`src/design/htfd_pkg.sv`:
```
// ----------------------------------------------------------------------------
// htfd_pkg
// shared types, constants and the crc-8 byte step for the frame decoder
// ----------------------------------------------------------------------------
package htfd_pkg;

  localparam int unsigned FRAME_BYTES   = 6;
  localparam int unsigned QUEUE_DEPTH   = 2;
  localparam int unsigned RAW_W         = 20;
  localparam int unsigned HUM_W         = 14;
  localparam int unsigned TEMP_W        = 15;
  localparam int unsigned HUM_PROD_W    = 34;
  localparam int unsigned TEMP_PROD_W   = 35;
  localparam int unsigned CONV_SHIFT    = 20;

  localparam logic [7:0]  CRC_POLY      = 8'h31;
  localparam logic [7:0]  CRC_INIT      = 8'hFF;
  localparam logic [2:0]  LAST_POS      = 3'd6;
  localparam logic [3:0]  NIBBLE_MASK   = 4'hF;

  localparam logic [HUM_W-1:0]  HUM_SCALE   = 14'd10000;
  localparam logic [TEMP_W-1:0] TEMP_SCALE  = 15'd20000;
  localparam logic [TEMP_W:0]   TEMP_OFFSET = 16'd5000;

  localparam logic RES_OK      = 1'b0;
  localparam logic RES_CRC_ERR = 1'b1;

  typedef struct packed {
    logic             code;
    logic [7:0]       status;
    logic [RAW_W-1:0] rh;
    logic [RAW_W-1:0] rt;
  } frame_t;

  function automatic logic [7:0] crc8_next(input logic [7:0] crc, input logic [7:0] b);
    logic [7:0] c;
    c = crc ^ b;
    for (int k = 0; k < 8; k++) begin
      if (c[7]) begin
        c = {c[6:0], 1'b0} ^ CRC_POLY;
      end else begin
        c = {c[6:0], 1'b0};
      end
    end
    return c;
  endfunction

endpackage

```
`src/design/humidity_temp_frame_decoder.sv`:
```
// ----------------------------------------------------------------------------
// humidity_temp_frame_decoder
// decodes the seven-byte humidity/temperature sensor frame with crc-8 check
// ----------------------------------------------------------------------------
// usage: one frame byte per input word on the in channel, frame_start_i set on
// byte 0 (optional, the count also wraps by itself after seven bytes). after
// the seventh (crc) byte one result word comes out on the out channel.
// throughput: one input word per cycle while in_stall_o is low, including frame ends.
// path: the result word for the crc byte passes the front check, the queue,
// one multiply stage and one output stage before it shows on the out channel.
// a crc mismatch gives result_code 1, the status byte, and zero values.
// reset: byte count and crc restart, queue and pipeline empty, no output.
// out_stall_i holds the output word and the pipeline; the two-entry queue
// keeps the front taking bytes, and in_stall_o rises only when it is full.
// ----------------------------------------------------------------------------
module humidity_temp_frame_decoder (
  input  logic                               clk_i,
  input  logic                               rst_ni,
  input  logic                               in_valid_i,
  output logic                               in_stall_o,
  input  logic [7:0]                         data_byte_i,
  input  logic                               frame_start_i,
  output logic                               out_valid_o,
  input  logic                               out_stall_i,
  output logic                               result_code_o,
  output logic [7:0]                         sensor_status_o,
  output logic [htfd_pkg::RAW_W-1:0]         raw_humidity_o,
  output logic [htfd_pkg::RAW_W-1:0]         raw_temperature_o,
  output logic [htfd_pkg::HUM_W-1:0]         humidity_centipercent_o,
  output logic signed [htfd_pkg::TEMP_W-1:0] temperature_centidegrees_o
);
  import htfd_pkg::*;

  logic   push, full, q_valid, q_pop;
  frame_t push_data, q_data;

  htfd_front u_front (
    .clk_i         (clk_i),
    .rst_ni        (rst_ni),
    .in_valid_i    (in_valid_i),
    .in_stall_o    (in_stall_o),
    .data_byte_i   (data_byte_i),
    .frame_start_i (frame_start_i),
    .push_o        (push),
    .push_data_o   (push_data),
    .queue_full_i  (full)
  );

  htfd_queue u_queue (
    .clk_i       (clk_i),
    .rst_ni      (rst_ni),
    .push_i      (push),
    .push_data_i (push_data),
    .full_o      (full),
    .valid_o     (q_valid),
    .pop_data_o  (q_data),
    .pop_i       (q_pop)
  );

  htfd_back u_back (
    .clk_i                      (clk_i),
    .rst_ni                     (rst_ni),
    .q_valid_i                  (q_valid),
    .q_data_i                   (q_data),
    .q_pop_o                    (q_pop),
    .out_valid_o                (out_valid_o),
    .out_stall_i                (out_stall_i),
    .result_code_o              (result_code_o),
    .sensor_status_o            (sensor_status_o),
    .raw_humidity_o             (raw_humidity_o),
    .raw_temperature_o          (raw_temperature_o),
    .humidity_centipercent_o    (humidity_centipercent_o),
    .temperature_centidegrees_o (temperature_centidegrees_o)
  );

endmodule

```
`src/design/htfd_front.sv`:
```
// ----------------------------------------------------------------------------
// htfd_front
// byte counter, running crc and byte store; emits one frame record per frame
// ----------------------------------------------------------------------------
module htfd_front (
  input  logic            clk_i,
  input  logic            rst_ni,
  input  logic            in_valid_i,
  output logic            in_stall_o,
  input  logic [7:0]      data_byte_i,
  input  logic            frame_start_i,
  output logic            push_o,
  output htfd_pkg::frame_t push_data_o,
  input  logic            queue_full_i
);
  import htfd_pkg::*;

  logic [2:0] pos_q, pos_d, pos_eff;
  logic [7:0] crc_q, crc_d, crc_eff;
  logic [7:0] store_q [FRAME_BYTES];
  logic       accept, is_last, crc_bad;
  logic [RAW_W-1:0] rh, rt;

  assign in_stall_o = queue_full_i;
  assign accept     = in_valid_i && !queue_full_i;
  assign pos_eff    = frame_start_i ? 3'd0 : pos_q;
  assign crc_eff    = frame_start_i ? CRC_INIT : crc_q;
  assign is_last    = (pos_eff == LAST_POS);
  assign crc_bad    = (data_byte_i != crc_eff);

  assign rh = {store_q[1], store_q[2], store_q[3][7:4]};
  assign rt = {store_q[3][3:0] & NIBBLE_MASK, store_q[4], store_q[5]};

  always_comb begin
    push_o             = accept && is_last;
    push_data_o.code   = crc_bad ? RES_CRC_ERR : RES_OK;
    push_data_o.status = store_q[0];
    push_data_o.rh     = crc_bad ? '0 : rh;
    push_data_o.rt     = crc_bad ? '0 : rt;
  end

  always_comb begin
    pos_d = pos_q;
    crc_d = crc_q;
    if (accept) begin
      if (is_last) begin
        pos_d = 3'd0;
        crc_d = CRC_INIT;
      end else begin
        pos_d = pos_eff + 3'd1;
        crc_d = crc8_next(crc_eff, data_byte_i);
      end
    end
  end

  always_ff @(posedge clk_i or negedge rst_ni) begin
    if (!rst_ni) begin
      pos_q <= 3'd0;
      crc_q <= CRC_INIT;
    end else begin
      pos_q <= pos_d;
      crc_q <= crc_d;
    end
  end

  always_ff @(posedge clk_i) begin
    if (accept && !is_last) begin
      store_q[pos_eff] <= data_byte_i;
    end
  end

endmodule

```
`src/design/htfd_queue.sv`:
```
// ----------------------------------------------------------------------------
// htfd_queue
// short register queue of frame records between front and back
// ----------------------------------------------------------------------------
module htfd_queue (
  input  logic             clk_i,
  input  logic             rst_ni,
  input  logic             push_i,
  input  htfd_pkg::frame_t push_data_i,
  output logic             full_o,
  output logic             valid_o,
  output htfd_pkg::frame_t pop_data_o,
  input  logic             pop_i
);
  import htfd_pkg::*;

  localparam int unsigned PtrW = (QUEUE_DEPTH > 1) ? $clog2(QUEUE_DEPTH) : 1;
  localparam int unsigned CntW = $clog2(QUEUE_DEPTH + 1);
  localparam logic [PtrW-1:0] LastPtr = PtrW'(QUEUE_DEPTH - 1);
  localparam logic [CntW-1:0] FullCnt = CntW'(QUEUE_DEPTH);

  frame_t          mem_q [QUEUE_DEPTH];
  logic [PtrW-1:0] wr_q, rd_q;
  logic [CntW-1:0] cnt_q, cnt_d;
  logic            do_push, do_pop;

  assign full_o     = (cnt_q == FullCnt);
  assign valid_o    = (cnt_q != '0);
  assign pop_data_o = mem_q[rd_q];
  assign do_push    = push_i && !full_o;
  assign do_pop     = pop_i && valid_o;

  always_comb begin
    cnt_d = cnt_q;
    if (do_push && !do_pop) begin
      cnt_d = cnt_q + CntW'(1);
    end else if (do_pop && !do_push) begin
      cnt_d = cnt_q - CntW'(1);
    end
  end

  always_ff @(posedge clk_i or negedge rst_ni) begin
    if (!rst_ni) begin
      wr_q  <= '0;
      rd_q  <= '0;
      cnt_q <= '0;
    end else begin
      cnt_q <= cnt_d;
      if (do_push) begin
        wr_q <= (wr_q == LastPtr) ? '0 : wr_q + PtrW'(1);
      end
      if (do_pop) begin
        rd_q <= (rd_q == LastPtr) ? '0 : rd_q + PtrW'(1);
      end
    end
  end

  always_ff @(posedge clk_i) begin
    if (do_push) begin
      mem_q[wr_q] <= push_data_i;
    end
  end

endmodule

```
`src/design/htfd_back.sv`:
```
// ----------------------------------------------------------------------------
// htfd_back
// two-stage conversion pipeline: scale multiply, then shift, offset and output
// ----------------------------------------------------------------------------
module htfd_back (
  input  logic                            clk_i,
  input  logic                            rst_ni,
  input  logic                            q_valid_i,
  input  htfd_pkg::frame_t                q_data_i,
  output logic                            q_pop_o,
  output logic                            out_valid_o,
  input  logic                            out_stall_i,
  output logic                            result_code_o,
  output logic [7:0]                      sensor_status_o,
  output logic [htfd_pkg::RAW_W-1:0]      raw_humidity_o,
  output logic [htfd_pkg::RAW_W-1:0]      raw_temperature_o,
  output logic [htfd_pkg::HUM_W-1:0]      humidity_centipercent_o,
  output logic signed [htfd_pkg::TEMP_W-1:0] temperature_centidegrees_o
);
  import htfd_pkg::*;

  logic                   adv;
  logic                   s1_valid_q, out_valid_q;
  frame_t                 s1_q;
  logic [HUM_PROD_W-1:0]  hum_prod_q;
  logic [TEMP_PROD_W-1:0] temp_prod_q;
  logic [TEMP_W:0]        temp_full;

  logic                   code_q;
  logic [7:0]             status_q;
  logic [RAW_W-1:0]       rh_q, rt_q;
  logic [HUM_W-1:0]       hum_q;
  logic [TEMP_W-1:0]      temp_q;

  assign adv     = !(out_valid_q && out_stall_i);
  assign q_pop_o = q_valid_i && adv;

  assign temp_full = {1'b0, temp_prod_q[TEMP_PROD_W-1:CONV_SHIFT]} - TEMP_OFFSET;

  always_ff @(posedge clk_i or negedge rst_ni) begin
    if (!rst_ni) begin
      s1_valid_q  <= 1'b0;
      out_valid_q <= 1'b0;
    end else if (adv) begin
      s1_valid_q  <= q_valid_i;
      out_valid_q <= s1_valid_q;
    end
  end

  always_ff @(posedge clk_i) begin
    if (adv) begin
      s1_q        <= q_data_i;
      hum_prod_q  <= HUM_PROD_W'(q_data_i.rh) * HUM_PROD_W'(HUM_SCALE);
      temp_prod_q <= TEMP_PROD_W'(q_data_i.rt) * TEMP_PROD_W'(TEMP_SCALE);
      code_q      <= s1_q.code;
      status_q    <= s1_q.status;
      rh_q        <= s1_q.rh;
      rt_q        <= s1_q.rt;
      hum_q       <= (s1_q.code == RES_CRC_ERR) ? '0 : hum_prod_q[HUM_PROD_W-1:CONV_SHIFT];
      temp_q      <= (s1_q.code == RES_CRC_ERR) ? '0 : temp_full[TEMP_W-1:0];
    end
  end

  assign out_valid_o                = out_valid_q;
  assign result_code_o              = code_q;
  assign sensor_status_o            = status_q;
  assign raw_humidity_o             = rh_q;
  assign raw_temperature_o          = rt_q;
  assign humidity_centipercent_o    = hum_q;
  assign temperature_centidegrees_o = signed'(temp_q);

endmodule

```
`config.mk`:
```
export PLATFORM = sky130hd
export DESIGN_NAME = humidity_temp_frame_decoder
export DESIGN_NICKNAME = d
export VERILOG_FILES = /design/src/design/htfd_pkg.sv /design/src/design/humidity_temp_frame_decoder.sv /design/src/design/htfd_front.sv /design/src/design/htfd_queue.sv /design/src/design/htfd_back.sv
export SDC_FILE = /design/constraint.sdc
export NUM_CORES = 1
export LEC_CHECK = 0
export ABC_AREA = 1
export BUFFER_PORTS_ARGS = -buffer_cell sky130_fd_sc_hd__buf_4
export CORE_ASPECT_RATIO = 1.1
export CORE_MARGIN = 2
export CORE_UTILIZATION = 30
export CTS_CLUSTER_DIAMETER = 60
export CTS_CLUSTER_SIZE = 25
export DETAILED_ROUTE_END_ITERATION = 7
export PLACE_DENSITY_LB_ADDON = 0.1
export SETUP_SLACK_MARGIN = 0.5
export SLEW_MARGIN = 15
export SYNTH_ARGS = -nofsm -noshare
export SYNTH_HDL_FRONTEND = slang
export SYNTH_SLANG_ARGS = --single-unit
```
`constraint.sdc`:
```
create_clock -name clk_i -period 6.9 [get_ports clk_i]
set_clock_uncertainty 0.1 [all_clocks]
set_input_delay 0.69 -clock clk_i [delete_from_list [all_inputs] [get_ports clk_i]]
set_output_delay 0.69 -clock clk_i [all_outputs]
set_load 0.01 [all_outputs]
```
==> results of run 1 <==
## repair_timing
item | CTS | global route
hold endpoints to repair | 9 | 0
buffers inserted | 0 | 0
hold buffers | 1 | 0
## logic make-up after synthesis
family	Yosys count	share of synthesized area [%]
adders and majority gates	254	20.6
AOI/OAI and AO/OA	171	5.18
xor gates and xnor gates	44	2.28
and+or+nand+nor	520	13.5
buffers and inverters	342	7.33
DFF	319	51.2
## worst max-delay path by stage
stage,endpoint,start,slack (ps),cells after the start
detailed placement,u_back.temp_prod_q[34]$_DFFE_PN_,u_queue.rd_q$_DFFE_PN0P_,1190,19
global placement,u_back.temp_prod_q[34]$_DFFE_PN_,u_queue.rd_q$_DFFE_PN0P_,1250,19
finish,u_back.temp_prod_q[33]$_DFFE_PN_,u_queue.rd_q$_DFFE_PN0P_,1200,20
floorplan,u_queue.cnt_q[1]$_DFFE_PN0P_,out_stall_i,900,6
CTS,u_back.temp_prod_q[34]$_DFFE_PN_,u_queue.rd_q$_DFFE_PN0P_,1150,19
global route,u_back.temp_prod_q[34]$_DFFE_PN_,u_queue.rd_q$_DFFE_PN0P_,760,19
## worst max-delay path, stage by stage (launching register included)
cell and delay, ps:
dfrtp_1 350, inv_1 190, buf_12 240, or2_2 290
o21ai_0 250, inv_1 330, fa_1 530, ha_1 310
fa_1 440, ha_1 320, fa_1 460, ha_1 370
a21oi_1 290, a21boi_0 330, nor2_1 90, nor2_1 170
nor2_1 60, nor2_1 120, nand2_1 70, nand2_1 50
nand2_1 40
## flip-flops by register name (all words and copies together), names as in the netlist, 14 cells and up
register,count
u_back.s1_q,49
u_back.hum_prod_q,14
u_back.temperature_centidegrees_o,15
u_back.raw_temperature_o,20
u_back.temp_prod_q,15
u_back.humidity_centipercent_o,14
u_front.store_q,48
u_queue.mem_q,98
u_back.raw_humidity_o,20
## placed cells by master, fill, tap and decap left out, types with 4 or more instances in the layout
master     count
a21boi_0       6
a21o_1        16
a21oi_1       61
a31oi_1        5
buf_4        107
clkbuf_16     34
clkinv_4       4
clkinv_8       5
dfrtp_1        9
dfstp_2        8
edfxtp_1     302
fa_1          85
ha_1         169
inv_1        321
inv_6          6
nand2_1      250
nand3_1       36
nand4_1        7
nor2_1       109
nor2_4        45
nor3_1        28
o21a_1         4
o21ai_0       63
o21bai_1       8
or2_2         34
xnor2_1       13
xor2_1        26
xor2_2         5
## routing by layer
metal / vias up / global-route usage, %
met1: 5355 / 18.2
li1: 5666 / -
met3: 50 / 2.27
met2: 153 / 22.1
met4: 0 / 3.75
met5: - / 0
## per-stage QoR
stage / hold WS [ps] / utilization (%) / setup slack [ps]
4_1_cts: 289 / 35.1 / 1150
5_1_grt: 296 / 35.1 / 764
3_3_place_gp: 300 / 33.2 / 1250
6_report: 312 / 35.1 / 1200
2_1_floorplan: 294 / - / 900
3_5_place_dp: 305 / 33.2 / 1190
## layout make-up
cell class | count | share of cell area [%]
clock buffers | 35 | 3.98
inverters | 322 | 5.63
well taps | 824 | 4.80
flip-flops and latches | 319 | 44.3
repair buffers | 109 | 3.88
clock inverters | 26 | 1.40
multi-input cells | 989 | 36.0
==> results.md, run 1 <==
- Starting DRC count in detailed routing: 522
- R2R Path End: u_back.temp_prod_q[33]$_DFFE_PN_
- Met2 Wirelength: 19.2 mm
- Row count: 95
- Hold_sp: u_back.s1_q[7]$_DFFE_PN_
- Tmin final: 5700 ps
- Slew margin rel.: 31.8%
- Die boundary width: 241 um
- Initial Utilization: 30.4%
- Crit Path Class: reg -> reg
- Hold endpoint: u_back.raw_temperature_o[7]$_DFFE_PN_
- Initial antenna violation count: 0
- Worst-path maximum fanout: 41
- Fmax: 175 MHz
- Core area: 61,100 sq um
- Area of the mapped netlist: 18,600 sq um
- Final cell area excluding filler cells: 21,500 sq um
- Gpl congestion: 0.851
- Synthesized area per cell: 11.3 sq um
- Routed WL: 41.3 mm
- Final setup violating endpoints: 0
- Top Metal Used: met4
- Pin count of the biggest net entering global routing: 68
- Top FF cell, synth: edfxtp_1
- Finished Layout Cells: 2,624
- Critical path endpoint category: flip-flop
- Root buffer cell: clkbuf_16
- Metal3 WL: 1.46 mm
- Die Ht: 265 um
- Max-Cap Viols: 0
- Port Buffer Count: 92
- Worst-Skew Late Latency: 560 ps
- Top cell type by total area after synthesis: edfxtp_1
- Post-Place Cells: 2,562
- Final net count: 2,042
- R2R cell count: 20
- Pins over their slew limit: 0
- CTS H-tree depth: 2
- First drt pass iteration count: 4
- Worst EP arrival: 5910 ps
- Async S/R FF share, synth: 5.33%
- GRT Overall Usage: 13.4%
- Fin crit share: 82.6%
- First-pass GRT wire length: 66.3 mm
- Hold Path Depth: 0
- Area of the multi-input gates: 7730 sq um
- Via count: 11,224
- Avg WL per Cell: 15.7 um
- Post-route setup TNS: 0 ps
- Syn nets: 1,917
- Worst setup SP type: flip-flop
- Worst slew pin tran: 1010 ps
- # diodes: 0
- Congestion Overflow GR: 0
- CTS buffer count: 34
- Yosys cell types: 39
- EDFF count, synth: 302
- Deepest clock path buffer count: 3
- # clock sinks: 319
- Post-synthesis sequential area ratio: 51.2%
- Critical path required time: 7110 ps
- I/O pins: 93
- Clock transition at path regs: 80 ps
- Placed cell area: 20,300 sq um
- RR Startpoint: u_queue.rd_q$_DFFE_PN0P_
- Unrepaired setup endpoints after global routing: false
- Die area: 63,900 sq um
- CTS tree: done
- DP HPWL: 31.1 mm
- Vias in the first global route: 11,832
- Synth cell count leaders: inv_1, edfxtp_1, nand2_1, ha_1, nor2_1
- DRC: 0
- Metal-1 WL: 19.7 mm
- Top cells by area, synth: edfxtp_1, ha_1, fa_1
- #FFs+latches synth: 319
- Reg2Reg Setup Slack: 1200 ps
- Gate Count Post-Synth: 1,650
- Final ANT Viol Nets: 0
- Fillers: 6,178
- Reg area: 9500 sq um
- Synth Warn #: 0
- Hold WC Path Type: reg -> reg
- Count leader, synth: inv_1
- Vias per std cell: 4.28
- Post-CTS resize count: 0
- Layout area overhead: 15.6%
- Share of cells above drive strength 1: 14.8%
- Status: completed
- Post-synth top area share: 48.8%
- Final Hold Viols: 0
Power of run 1 is not shown: default switching activity piles up to over one toggle a cycle in this logic, so the estimate is an artifact.
==> run 2: changes to the inputs <==
--- a/config.mk
+++ b/config.mk
@@ -5,7 +5,7 @@
 export SDC_FILE = /design/constraint.sdc
 export NUM_CORES = 1
 export LEC_CHECK = 0
-export ABC_AREA = 1
+export ABC_AREA = 0
 export BUFFER_PORTS_ARGS = -buffer_cell sky130_fd_sc_hd__buf_4
 export CORE_ASPECT_RATIO = 1.1
 export CORE_MARGIN = 2
==> constraint.sdc (replaced) <==
create_clock -name clk_i -period 5.43 [get_ports clk_i]
set_clock_uncertainty 0.1 [all_clocks]
set_input_delay 0.543 -clock clk_i [delete_from_list [all_inputs] [get_ports clk_i]]
set_output_delay 0.543 -clock clk_i [all_outputs]
set_load 0.01 [all_outputs]
==> run 2 against run 1 <==
Non-clock buffer count grew 84. Fmax increased by 9.2%. Clock-buffer cell count decreased by 2. Largest cell class unchanged. Flip-flop and latch count unchanged. First-iteration DRC count is 33% lower. Via count shrank 13%. Final area grew 1.4%.
==> results.md, run 2 <==
- Met3 usage: 1.72% (-0.55 points)
- First-pass GRT wire length: 57.6 mm (-13%)
- Root buffer cell: clkbuf_16
- Congestion Overflow GR: 0 (unchanged)
- Hold_sp: out_stall_i
- Initial antenna violation count: 0 (unchanged)
- Worst slew pin tran: 1010 ps (+2.14 ps)
- Pins over their slew limit: 0 (unchanged)
- Gate Count Post-Synth: 1,249 (-24%)
- Most frequent cells in the layout: edfxtp_1, buf_4, inv_1
- Fmax: 192 MHz (+9.2%)
- Post-route worst setup slack: 212 ps (-989 ps)
- Hold WC Path Type: in -> reg
- Max-Cap Viols: 0 (unchanged)
- Share of cells above drive strength 1: 28.2% (+13 points)
- Via count: 9,731 (-13%)
- CP top delay family: adder cells
- Core area: 57,200 sq um (-6.4%)
- Slew margin rel.: 32.1% (+0.32 points)
- Synth cell count leaders: edfxtp_1, inv_1, ha_1, fa_1, nor2_1
- Tmin final: 5220 ps (-481 ps)
- R2R Path End: u_back.temp_prod_q[29]$_DFFE_PN_
- Met2 Use GR: 20.3% (-1.8 points)
- DP HPWL: 25.7 mm (-17%)
- Clock transition at path regs: 80 ps (about the same)
- Pwr dens: 464 nW/um^2
- Top Usage Layer GRT: met2
- Pin count of the biggest net entering global routing: 103 (+51%)
- Worst path cell trace: buf_12 > buf_8 > mux2i_4 > fa_1 > inv_2 > ha_4 > inv_2 > fa_1 > inv_2 > ha_4 > fa_1 > ha_4 > nand2_2 > or2_4 > o211a_4 > a21oi_4 > o31a_1 > buf_6 > a21o_1 > o2111ai_2
- Leak: 0.00949 uW
- Max reg flops: 98 (unchanged)
- R2R cell count: 20 (unchanged)
- RR Startpoint: u_queue.rd_q$_DFFE_PN0P_
- DRC: 0 (unchanged)
- #FFs+latches synth: 319 (unchanged)
- Status: completed
- Worst VDD drop: 0.000382 V
- Final ANT Viol Nets: 0 (unchanged)
- Smallest hold slack: 136 ps (-176 ps)
- CTS tree: done
- # diodes: 0 (unchanged)
- Final net count: 1,715 (-16%)
- Die boundary width: 233 um (-3.3%)
- Top flop regs: u_queue.mem_q x98, u_back.s1_q x49, u_front.store_q x48
- Final setup violating endpoints: 0 (unchanged)
- Synthesized area per cell: 13.9 sq um (+23%)
- Fillers: 5,400 (-13%)
- Worst setup SP type: flip-flop
- Buffers plus inverters on the worst setup path: 6 (+3)
- Top reg by flops: u_queue.mem_q
- Post-route setup TNS: 0 ps (unchanged)
- I/O pins: 93 (unchanged)
- Yosys cell types: 65 (+67%)
- Unrepaired setup endpoints after global routing: true
- Vias in the first global route: 10,335 (-13%)
- Crit Path Class: reg -> reg
- Synth Warn #: 0 (unchanged)
- Routed WL: 36.5 mm (-12%)
- Hold Path Depth: 3 (+3)
- Worst-path maximum fanout: 6 (-85%)
- Critical path endpoint category: flip-flop
- Top cell type by total area after synthesis: edfxtp_1
- EDFF count, synth: 302 (unchanged)
- Worst EP arrival: 5430 ps (-480 ps)
- Layout area overhead: 25.6%
- Post-Place Worst Slack: -55.7 ps (-1250 ps)
- Avg WL per Cell: 16.4 um (+4.2%)
- Vias per std cell: 4.38 (+2.3%)
- Starting DRC count in detailed routing: 351 (-33%)
- Max incr delay on CP: 550 ps (+20 ps)
- Reg2Reg Setup Slack: 210 ps (-990 ps)
- GRT Overall Usage: 12.3% (-1.2 points)
- Post-synth top area share: 52.3% (+3.5 points)
- M1 GR Usage: 16.9% (-1.3 points)
- Slowest library cell on the worst path: dfrtp_4
- Worst-Skew Late Latency: 600 ps (+40 ps)
- Gpl congestion: 0.788 (-7.4%)
- Deepest clock path buffer count: 3 (unchanged)
- Port Buffer Count: 92 (unchanged)
- Async S/R FF share, synth: 5.33% (unchanged)
- Post-synthesis sequential area ratio: 54.9% (+3.7 points)
- Die Ht: 256 um (-3.4%)
- Die area: 59,700 sq um (-6.6%)
- Hold endpoint: u_back.s1_valid_q$_DFFE_PN0N_
- Syn nets: 1,516 (-21%)
- CTS buffer count: 30 (-12%)
- CTS H-tree depth: 1 (-1)
- Top FF cell, synth: edfxtp_1
- Final Hold Viols: 0 (unchanged)
- Row count: 92 (-3.2%)
- Commonest non-fill, non-tap cell in the layout: edfxtp_1
- Top cells by area, synth: edfxtp_1, ha_1, fa_1
- Area of the mapped netlist: 17,300 sq um (-6.7%)
- Fin crit share: 96.1% (+13 points)
- Count leader, synth: edfxtp_1
- Critical path required time: 5650 ps (-1460 ps)
- # clock sinks: 319 (unchanged)
- Initial Utilization: 30.3% (-0.11 points)
- First drt pass iteration count: 4 (unchanged)
## run 2: cell types whose count changed after synthesis, moves of 23 or more
cell,before,now
and2_1,0,45
inv_1,321,179
mux2i_1,0,33
nand2_1,251,34
nand3_1,36,13
nor2_1,111,48
nor2_4,43,1
nor2b_1,0,24
o21ai_0,63,22
or2_2,34,2
xnor2_1,13,42
## run 2: how the worst max path moves through the flow
| stage | startpoint | cells after the start | slack, ps | end |
|---|---|---|---|---|
| 2_1_floorplan | u_queue.rd_q$_DFFE_PN0P_ | 17 | 440 | u_back.temp_prod_q[32]$_DFFE_PN_ |
| 3_3_place_gp | u_queue.rd_q$_DFFE_PN0P_ | 19 | -40 | u_back.hum_prod_q[28]$_DFFE_PN_ |
| 3_5_place_dp | u_queue.rd_q$_DFFE_PN0P_ | 19 | -60 | u_back.hum_prod_q[31]$_DFFE_PN_ |
| 4_1_cts | u_queue.rd_q$_DFFE_PN0P_ | 19 | 190 | u_back.hum_prod_q[33]$_DFFE_PN_ |
| 5_1_grt | u_queue.rd_q$_DFFE_PN0P_ | 20 | 20 | u_back.temp_prod_q[29]$_DFFE_PN_ |
| 6_report | u_queue.rd_q$_DFFE_PN0P_ | 20 | 210 | u_back.temp_prod_q[29]$_DFFE_PN_ |
## run 2: worst min-delay path: cells and delay by family
family	cells	cell delay, ps
buf+inv	1	120
simple gates	2	140
## run 2: repair_timing
item,4_1_cts,5_1_grt
buffers inserted,20,18
resized for setup,57,83
pin swaps,26,39
hold buffers,1,0
hold endpoints to repair,17,0
setup endpoints to repair,28,29
cloned,1,0
## run 2: kinds of logic after synthesis
kind of cell / share of synthesized area, %
AOI/OAI and AO/OA: 5.34
adders and majority gates: 22.0
and+or+nand+nor: 6.56
xor gates and xnor gates: 3.39
DFF: 54.9
buffers and inverters: 4.68
muxes: 3.14
## run 2: routing by layer
metal,up-vias,part of all wire [%]
li1,4796,-
met1,4767,47
met2,131,48
met3,37,3.4
met4,0,1.8
met5,-,0
## run 2: layout make-up
class / instances / area, sq um / share of cell area (%)
clock buffers: 33 / 783 / 3.60
clock inverters: 23 / 277 / 1.27
inverters: 179 / 682 / 3.13
multi-input cells: 725 / 7970 / 36.6
flip-flops and latches: 319 / 9510 / 43.7
well taps: 752 / 941 / 4.32
repair buffers: 193 / 1590 / 7.33
## run 2: per-stage QoR
stage                     std cells  power [uW]  area, sq um  util (%)
after floorplan                1249        6190        17600         -
after global placement         2128        7350        19600      34.2
after detailed placement       2128        7350        19600      34.2
after CTS                      2206        9950        21100      36.9
after global routing           2224       10900        21800      38.0
final                          2224       10100        21800      38.0
## run 2: power breakdown
group          internal, uW  switching [uW]  total, uW
logic                  2000            2190       4190
registers              3430             254       3680
clock network          1160            1070       2220
total                  6590            3510      10100
No activity file was read; power rests on OpenSTA's default activity.
==> run 3: changes to the inputs <==
--- a/config.mk
+++ b/config.mk
@@ -13,6 +13,7 @@
 export CTS_CLUSTER_DIAMETER = 60
 export CTS_CLUSTER_SIZE = 25
 export DETAILED_ROUTE_END_ITERATION = 7
+export GPL_TIMING_DRIVEN = 0
 export PLACE_DENSITY_LB_ADDON = 0.1
 export SETUP_SLACK_MARGIN = 0.5
 export SLEW_MARGIN = 15
==> run 3 against run 2 <==
Core utilization up 1.8 points. Die area unchanged. Fmax down 1.3%. Flip-flop and latch count unchanged. Sequential power down 1%. Combinational power up 15%.
==> results.md, run 3 (same netlist as run 2, synthesis figures left out) <==
- Status: completed
- Max incr delay on CP: 540 ps (about the same)
- Top reg by flops: u_queue.mem_q
- Congestion Overflow GR: 0 (unchanged)
- RR Startpoint: u_queue.rd_q$_DFFE_PN0P_
- Hold endpoint: u_back.s1_valid_q$_DFFE_PN0N_
- First-pass GRT wire length: 58.9 mm (+2.3%)
- Hold_sp: out_stall_i
- DP HPWL: 25.9 mm (+0.80%)
- Initial Utilization: 30.3% (unchanged)
- Critical path required time: 5650 ps (about the same)
- Core area: 57,200 sq um (unchanged)
- Die Ht: 256 um (unchanged)
- GRT Overall Usage: 12.7% (+0.45 points)
- Gpl congestion: 0.778 (-1.2%)
- # diodes: 0 (unchanged)
- Total power draw: 10,700 uW (+6.0%)
- Buffers plus inverters on the worst setup path: 7 (+1)
- Crit Path Class: reg -> reg
- Pins over their slew limit: 0 (unchanged)
- Die boundary width: 233 um (unchanged)
- Port Buffer Count: 92 (unchanged)
- Final net count: 1,757 (+2.4%)
- Slowest library cell on the worst path: fa_1
- Reg2Reg Setup Slack: 150 ps (-70 ps)
- Vias per std cell: 4.43 (+1.3%)
- Leak: 0.00971 uW (+2.4%)
- Row count: 92 (unchanged)
- Worst-Skew Late Latency: 590 ps (about the same)
- Worst VDD drop: 0.000408 V (+6.7%)
- Worst setup SP type: flip-flop
- Fin crit share: 97.3% (+1.2 points)
- Die area: 59,700 sq um (unchanged)
- Worst-path maximum fanout: 7 (+1)
- Worst EP arrival: 5510 ps (+80 ps)
- Tmin final: 5280 ps (+67.0 ps)
- DRC: 0 (unchanged)
- Pwr dens: 470 nW/um^2 (+1.2%)
- Initial antenna violation count: 0 (unchanged)
- Via count: 10,035 (+3.1%)
- Final Hold Viols: 0 (unchanged)
- CTS buffer count: 29 (-3.3%)
- Worst path cell trace: buf_12 > buf_16 > mux2i_4 > buf_6 > fa_1 > inv_2 > ha_4 > inv_2 > fa_1 > inv_2 > ha_4 > fa_1 > ha_4 > nand2_2 > or2_4 > o211a_4 > a21oi_4 > buf_12 > o31a_1 > and4_4 > a2111oi_4
- Deepest clock path buffer count: 3 (unchanged)
- Worst slew pin tran: 894 ps (-121 ps)
- First drt pass iteration count: 6 (+2)
- Pin count of the biggest net entering global routing: 82 (-20%)
- Layout area overhead: 31.5%
- Starting DRC count in detailed routing: 399 (+14%)
- R2R Path End: u_back.temp_prod_q[32]$_DFFE_PN_
- Hold WC Path Type: in -> reg
- Slew margin rel.: 40.2% (+8.1 points)
- Vias in the first global route: 10,376 (+0.40%)
- Most frequent cells in the layout: edfxtp_1, buf_4, inv_1
- Root buffer cell: clkbuf_16
- Share of cells above drive strength 1: 33.7% (+5.5 points)
- Post-route setup TNS: 0 ps (unchanged)
- Commonest non-fill, non-tap cell in the layout: edfxtp_1
- I/O pins: 93 (unchanged)
- Unrepaired setup endpoints after global routing: true
- Max-Cap Viols: 0 (unchanged)
- Critical path endpoint category: flip-flop
- Top flop regs: u_queue.mem_q x98, u_back.s1_q x49, u_front.store_q x48
- CTS H-tree depth: 1 (unchanged)
- CP top delay family: adder cells
- Max reg flops: 98 (unchanged)
- Routed WL: 37.5 mm (+2.9%)
- Fmax: 189 MHz (-1.3%)
- # clock sinks: 319 (unchanged)
- Final setup violating endpoints: 0 (unchanged)
- Clock transition at path regs: 80 ps (about the same)
- Avg WL per Cell: 16.6 um (+1.0%)
- CTS tree: done
- Final ANT Viol Nets: 0 (unchanged)
- R2R cell count: 21 (+5.0%)
- Hold Path Depth: 3 (unchanged)
[run 3: cell types whose count changed in the layout (fill, tap and decap cells not counted), sizes merged]
cell	change
inv	+3
clkbuf	+9
buf	+31
bufinv	+1
clkinvlp	-3
[run 3: how the worst max path moves through the flow]
| stage | start | to | slack (ps) | cells after the start |
|---|---|---|---|---|
| 2_1_floorplan | u_queue.rd_q$_DFFE_PN0P_ | u_back.temp_prod_q[32]$_DFFE_PN_ | 440 | 17 |
| 3_3_place_gp | out_stall_i | u_queue.cnt_q[1]$_DFFE_PN0P_ | -380 | 7 |
| 3_5_place_dp | u_queue.rd_q$_DFFE_PN0P_ | u_back.temp_prod_q[32]$_DFFE_PN_ | -420 | 16 |
| 4_1_cts | u_queue.rd_q$_DFFE_PN0P_ | u_back.temp_prod_q[32]$_DFFE_PN_ | 150 | 21 |
| 5_1_grt | u_queue.rd_q$_DFFE_PN0P_ | u_back.temp_prod_q[32]$_DFFE_PN_ | -3 | 21 |
| 6_report | u_queue.rd_q$_DFFE_PN0P_ | u_back.temp_prod_q[32]$_DFFE_PN_ | 150 | 21 |
[run 3: where the power goes]
group	switching, uW	leakage, uW	internal, uW
Clock	1100	0.000525	1180
Combinational	2440	0.00594	2360
Sequential	208	0.00325	3420
Total	3740	0.00971	6960
[run 3: metal layers]
layer,vias to the layer above,global-route usage [%],wire [um]
li1,4886,-,-
met5,-,0,0
met1,4971,17.9,17800
met3,41,1.84,1260
met4,0,3.11,701
met2,137,20.6,17700
[run 3: through the flow]
step	std cells	utilization [%]	instance area (sq um)	hold slack, ps	setup slack [ps]
6_report	2265	39.8	22800	136	145
2_1_floorplan	1249	-	17600	147	439
5_1_grt	2265	39.8	22800	111	-3.32
4_1_cts	2238	38.4	22000	85.7	152
3_5_place_dp	2100	34.0	19400	305	-416
3_3_place_gp	2093	33.7	19300	301	-381
[run 3: cell type report]
type	instances	area, sq um
Clock inverter	24	344
Clock buffer	30	739
Tap cell	752	941
Multi-Input combinational cell	725	8480
Inverter	179	716
Timing Repair Buffer	210	1760
Sequential cell	319	9510
Fill cell	5382	34400
Buffer	26	288
[run 3: worst reg2reg max path, stage by stage, from the launching register on]
cell and delay [ps]:
dfrtp_2 440, buf_12 160, buf_16 150, mux2i_4 210, buf_6 130, fa_1 510, inv_2 50, ha_4 250
inv_2 30, fa_1 540, inv_2 50, ha_4 260, fa_1 450, ha_4 300, nand2_2 50, or2_4 220
o211a_4 260, a21oi_4 150, buf_12 120, o31a_1 280, and4_4 280, a2111oi_4 40
[run 3: what timing repair did]
item                                    4_1_cts  5_1_grt
gates resized for setup                     150      113
pin swaps                                    51       70
cloned                                        1        0
setup buffers                                82       27
hold buffers                                  1        0
endpoints found under the hold margin        17        0
endpoints found under the setup margin       29       29
